$ cat config.mk
export PLATFORM = sky130hd
export DESIGN_NAME = fct_ctrl
export DESIGN_NICKNAME = d
export VERILOG_FILES = /design/src/rtl/fct_pkg.sv /design/src/rtl/fct_ctrl.sv
export SDC_FILE = /design/constraint.sdc
export NUM_CORES = 1
export LEC_CHECK = 0
export ABC_CLOCK_PERIOD_IN_PS = 2850
export BUFFER_PORTS_ARGS = -buffer_cell sky130_fd_sc_hd__buf_4
export CAP_MARGIN = 25
export CORE_AREA = 2 2 39 41
export DETAILED_ROUTE_END_ITERATION = 6
export DIE_AREA = 0 0 41 43
export GPL_TIMING_DRIVEN = 1
export PLACE_DENSITY = 0.48
export SKIP_LAST_GASP = 1
export SLEW_MARGIN = 30
export SYNTH_ARGS = -nofsm -noshare
export SYNTH_HDL_FRONTEND = slang
export SYNTH_SLANG_ARGS = --single-unit
$ cat constraint.sdc
create_clock -name clk -period 2.85 [get_ports clk]
set_input_delay 0.1425 -clock clk [delete_from_list [all_inputs] [get_ports clk]]
set_output_delay 0.1425 -clock clk [all_outputs]
set_load 0.1 [all_outputs]
$ cat src/rtl/fct_pkg.sv
`timescale 1ns / 1ps

package fct_pkg;

    localparam int ENTRY_COUNT_DEF = 4096;

    localparam int ENTRY_W   = 12;
    localparam int CLUSTER_W = 12;
    localparam int LIMIT_W   = 13;
    localparam int TRACK_W   = 7;
    localparam int SECTOR_W  = 5;

    localparam logic [1:0] FUNC_READ  = 2'd0;
    localparam logic [1:0] FUNC_WRITE = 2'd1;
    localparam logic [1:0] FUNC_FIND  = 2'd2;
    localparam logic [1:0] FUNC_COUNT = 2'd3;

    localparam logic [ENTRY_W-1:0] ENTRY0_INIT  = 12'hFF0;
    localparam logic [ENTRY_W-1:0] ENTRY1_INIT  = 12'hFFF;
    localparam logic [ENTRY_W-1:0] END_OF_CHAIN = 12'hFFF;

    localparam logic [LIMIT_W-1:0] LIMIT_RESET = 13'd2849;

    // floppy geometry: logical sector = cluster + 31, 18 sectors, 2 heads
    localparam logic [LIMIT_W-1:0] FIRST_DATA_SECTOR = 13'd31;
    localparam logic [5:0]         SECTORS_PER_TRACK = 6'd18;
    // ceil(2^17 / 36), exact for every logical sector below 32768
    localparam logic [11:0]        TRACK_RECIP       = 12'd3641;
    localparam int                 RECIP_SHIFT       = 17;

    typedef struct packed {
        logic [1:0]           func;
        logic [CLUSTER_W-1:0] cluster;
        logic [ENTRY_W-1:0]   value;
    } req_t;

    typedef struct packed {
        logic [ENTRY_W-1:0]   entry_value;
        logic                 chain_end;
        logic                 found;
        logic [CLUSTER_W-1:0] free_index;
        logic [LIMIT_W-1:0]   free_clusters;
        logic [TRACK_W-1:0]   track;
        logic                 head;
        logic [SECTOR_W-1:0]  sector;
    } result_t;

    typedef struct packed {
        logic clear;
        logic accept;
        logic scan;
        logic finish;
    } ctrl_cmd_t;

    typedef struct packed {
        logic clear_last;
        logic scan_req;
        logic scan_done;
    } dp_status_t;

endpackage

$ cat src/rtl/fct_ctrl.sv
`timescale 1ns / 1ps

module fct_ctrl
(
    input  logic                   clk,
    input  logic                   rst_n,
    input  logic                   start,
    input  fct_pkg::dp_status_t    status,
    output fct_pkg::ctrl_cmd_t     cmd,
    output logic                   busy,
    output logic                   done
);

    typedef enum logic [3:0]
    {
        ST_CLEAR = 4'b0001,
        ST_IDLE  = 4'b0010,
        ST_SCAN  = 4'b0100,
        ST_FIN   = 4'b1000
    } state_t;

    state_t state_reg;
    state_t state_next;
    logic   done_reg;

    always_comb
    begin
        state_next = state_reg;
        case (state_reg)
            ST_CLEAR:
            begin
                if (status.clear_last)
                begin
                    state_next = ST_IDLE;
                end
            end
            ST_IDLE:
            begin
                if (start)
                begin
                    state_next = status.scan_req ? ST_SCAN : ST_FIN;
                end
            end
            ST_SCAN:
            begin
                if (status.scan_done)
                begin
                    state_next = ST_FIN;
                end
            end
            ST_FIN:
            begin
                state_next = ST_IDLE;
            end
            default:
            begin
                state_next = ST_IDLE;
            end
        endcase
    end

    always_ff @(posedge clk or negedge rst_n)
    begin
        if (!rst_n)
        begin
            state_reg <= ST_CLEAR;
            done_reg  <= 1'b0;
        end
        else
        begin
            state_reg <= state_next;
            done_reg  <= (state_reg == ST_FIN);
        end
    end

    assign cmd.clear  = (state_reg == ST_CLEAR);
    assign cmd.accept = (state_reg == ST_IDLE) && start;
    assign cmd.scan   = (state_reg == ST_SCAN);
    assign cmd.finish = (state_reg == ST_FIN);

    assign busy = (state_reg != ST_IDLE);
    assign done = done_reg;

endmodule

* Word-level counts from Yosys, hierarchy flattened
Index checks and enable logic that the tools add are counted.
** Word-level totals
- RAM bits :: 0
- Logic and storage cells :: 17
- Memories :: 0
- Memory bits (read-only) :: 0
- Bits in registers :: 5
- Latch bits :: 0
- Output and inout port bits :: 6
** Cells by class
- Divide/modulo/power cells :: 0
- Bitwise operators :: 0
- Eq/ne operators :: 8
- Multipliers :: 0
- Reduce and logical (&&, ||, !) cells :: 2
- Muxes and demuxes :: 5
- Shifts and indexed selects :: 0
- Magnitude comparators :: 0
- $add $sub $neg :: 0
** Operators with widths (number)
- 4-bit two-way mux :: 4
- 4-bit one-hot mux with 3 select lines :: 1
- 2-bit inequality test (second input constant) :: 3
- 4-bit by 1-bit == test with 1-bit output (second input constant) :: 1
- 4-bit by 2-bit == test with 1-bit output (second input constant) :: 1
- 4-bit by 3-bit == test with 1-bit output (second input constant) :: 1
- 4-bit == test (second input constant) :: 1
- 4-bit by 2-bit inequality test with 1-bit output (second input constant) :: 1
- 3-bit AND reduction :: 1
- 1-bit logical AND :: 1

* Longest topological paths before layout
- Word-level depth :: 3
- Mapped depth :: 4

* Worst setup path after synthesis
No wires, ideal clock.
- Path type :: reg2reg
- From :: register state_reg[0]
- To :: register state_reg[1]
- Required time :: 2.693 ns
- Clock period less this slack :: 4.292 ns
- Buffers on the path :: 0
- Data arrival time :: 4.135 ns
- Path slack :: -1.442 ns
- Setup time :: 0.157 ns
- Cell stages (with the launch flop) :: 4
- Cells stage by stage :: dfstp_2 -> nor4b_1 -> and2b_1 -> o22ai_1
** RTL lines
- start: declaration :: line fct_ctrl.sv:22 : state_t state_reg;
- start signal: assignment :: line fct_ctrl.sv:71 : state_reg <= state_next;

==> results by group <==
Detailed routing
  • Routed via count: 200
  • Final routed wire length divided by cell count: 9.92 um
  • DRC violation total after the first TritonRoute iteration: 4
  • Residual DRC: 0
  • Number of nets with antenna violations after routing: 0
  • Count of TritonRoute iterations in the first routing pass: 3
  • Drt via density: ~3.9
  • Wire length reported by the detailed router: 506 um

Place
  • Placed wire-length estimate: 396 um
  • Setup Slack @ Placement: 1.40 ns
  • # port buffers: 11
  • Final estimated routing congestion in global placement: between 0.6 and 0.7

Clock tree
  • Clock tree from TritonCTS: done
  • Clock insertion delay at the later pin of the skew report: 0.24 ns
  • CTS root buffer: clkbuf_4
  • CTS max path bufs: 2
  • Max H-tree Level: 1
  • Clock buffer count from CTS: 3
  • Count of hold buffers inserted by post-cts repair: 1
  • Number of setup buffers added after CTS: 0
  • Clock slew at reported path FFs: 0.04 ns
  • Total number of clock tree sinks: 5
  • Post-cts gate resize count: 0

Final layout
  • Filler cell count: 150
  • Area grow syn2layout: 68.0%
  • Multi-input logic area: between 90 and 100 sq um
  • Number of nets in the layout: 42
  • FF/Latch Area: 126 sq um
  • Fraction of layout cells with a size suffix above 1: 60.0%
  • Max FFs per register: 4
  • Number of antenna repair diodes: 0

Synth
  • Yosys synthesis warning count: 0
  • Gate count of the mapped netlist: 19
  • EDFF count, synth: 0
  • Area share of the largest cell type after synthesis: 44.9%
  • Cell variety after synth: 12
  • Syn avg cell area: between 10 and 15 sq um
  • Post-Synthesis Cell Area: 223 sq um
  • Number of flip-flops and latches in the synthesized netlist: 5
  • Async set-or-reset flop fraction in the synthesized netlist: 100%
  • Library cell with the largest summed area after synthesis: dfrtp_1
  • Post-synthesis sequential area ratio: approximately 57%
  • Most repeated cell in the gate-level netlist after synthesis: dfrtp_1
  • Most instantiated cells after synthesis: dfrtp_1, nor4b_1, inv_1, nand2_1
  • Ranking of synthesized cells by area: dfrtp_1, dfstp_2, nor4b_1, or4b_4, o21ai_2
  • Synthesized netlist net count: 25
  • Dominant register cell in the synthesized netlist: dfrtp_1

Global routing
  • Number of global-route vias before repair: 203
  • Wire length of the first global-routing pass: between 800 and 900 um
  • Gr ovfl total: 0
  • Maximum number of pins on one net before global-route repair: 6
  • Initial antenna violation count: 0
  • Total track usage: 7.97%

STA
  • Final worst hold slack: about 0.083 ns
  • Peak clock frequency supported by timing: 583 MHz
  • Worst-case setup margin in the final layout: 1.13 ns
  • Sum Neg Setup Slack: 0 ns
  • Slew margin rel.: 74.6%
  • Share of the cycle needed by the critical path after routing: 60.2%
  • Final-report max-slew violation count: 0
  • RSZ-0062 raised after global routing: false
  • Number of endpoints failing setup at the final stage: 0
  • Minimum clock period: 1.72 ns
  • Hold violation total from the final report: 0
  • Slew at the pin closest to its max-slew limit: 0.376 ns
  • Worst setup skew after layout: 0.000191 ns

Status
  • Outcome: complete, no violations

Power and ir drop
  • Static power due to leakage: between 0.15 and 0.2 nW
  • Clock share of power: 19.2%
  • Power density of the placed cells: 1130 nW/um^2
  • Switching component of the power: 230 uW
  • Sequential power share: about a quarter
  • Net switching fraction of the power: 54.3%
  • Internal power contribution: 194 uW
  • Fraction of power consumed by combinational cells: 56.0%
  • Peak VDD IR: 0.456 mV

Setup path
  • Required time of the worst setup path: 2.71 ns
  • Element type at the critical path end: output port
  • Arrival time of the worst setup path: 1.57 ns
  • CP Max Fanout: 4
  • Largest incremental delay on the critical path: 0.41 ns
  • Buffer and inverter count on the worst path: 2
  • Startpoint Class: flop
  • WS Path Type: flop to output port
  • Top cell family by delay on the critical path: simple AND/OR/NAND/NOR gates
  • Critical path, cell by cell: nor4b_1 -> nand2_1 -> inv_1 -> buf_4
  • Slowest-stage cell, CP: dfrtp_1

Floorplanning
  • Area inside the core boundary: about 1400 sq um
  • Width of the die: 41 um
  • Die Y: 43 um
  • Overall die area: 1760 sq um
  • Row cnt: 14
  • Ports placed on the boundary: 12
  • Initial standard-cell utilization of the core: 16.1%

Min path
  • Worst hold path class: input port to flop

Run
  • Number of violations of the max-capacitance limit: 0
metal layers:
layer / share of wire (%) / GRT usage (%) / up-vias
met3: 13 / 3.14 / 2
met4: 1.8 / 10.0 / 0
met1: 49 / 10.1 / 85
li1: - / - / 101
met2: 37 / 8.44 / 12
met5: 0 / 0 / -
kinds of logic after synthesis:
family,Yosys count,synth area share [%]
buffers and inverters,3,5.06
AO/OA/AOI/OAI,3,10.7
AND/OR/NAND/NOR,8,27.5
flip-flops,5,56.7
final cells by class:
| class | instances | area share [%] |
|---|---|---|
| flip-flops and latches | 5 | 33.8 |
| multi-input cells | 11 | 26.1 |
| repair buffers | 12 | 24.7 |
| clock buffers | 4 | 7.02 |
| well taps | 16 | 5.35 |
| inverters | 3 | 3.01 |
stage by stage:
stage | util [%] | power, mW | cell area, sq um | std cells
global route | 27.0 | 0.443 | 374 | 51
global placement | 24.4 | 0.343 | 338 | 46
finish | 27.0 | 0.424 | 374 | 51
floorplan | - | 0.296 | 235 | 19
CTS | 27.0 | 0.431 | 374 | 51
detailed placement | 24.4 | 0.344 | 338 | 46
worst register-to-register path, delay by kind of cell (launching register included):
kind	cells	cell delay, ns
simple gates	2	0.54
flops	1	0.41
compound gates	1	0.11
buf+inv	1	0.10
cells in the final DEF, fill, tap and decap left out:
master         instances
buf_4                 11
dfrtp_1                4
clkbuf_4               3
inv_1                  2
nor4b_2                2
nand2_1                2
nor4b_1                1
or4b_4                 1
inv_2                  1
and2b_1                1
o22ai_1                1
nand2_2                1
o21ai_2                1
o2bb2ai_1              1
clkbuf_1               1
dlygate4sd3_1          1
dfstp_2                1
worst paths after layout:
path,slack (ns),start,cells after the start,endpoint
max,1.13,state_reg[3]$_DFFE_PN0P_,4,cmd[2]
min,0.08,status[0],2,state_reg[2]$_DFFE_PN0P_
max reg2reg,1.63,state_reg[3]$_DFFE_PN0P_,4,state_reg[2]$_DFFE_PN0P_
min reg2reg,0.52,state_reg[2]$_DFFE_PN0P_,1,done$_DFF_PN0_
max in group asynchronous,2.41,rst_n,2,state_reg[0]$_DFFE_PN1P_
min in group asynchronous,0.25,rst_n,2,state_reg[2]$_DFFE_PN0P_
power by group through the flow:
stage	Sequential, mW	Clock [mW]	Combinational (mW)
CTS	0.105	0.0862	0.239
detailed placement	0.106	0	0.237
floorplan	0.118	0	0.178
finish	0.105	0.0815	0.237
global route	0.108	0.0883	0.247
global placement	0.105	0	0.237
(Power assumes the default switching activity.)
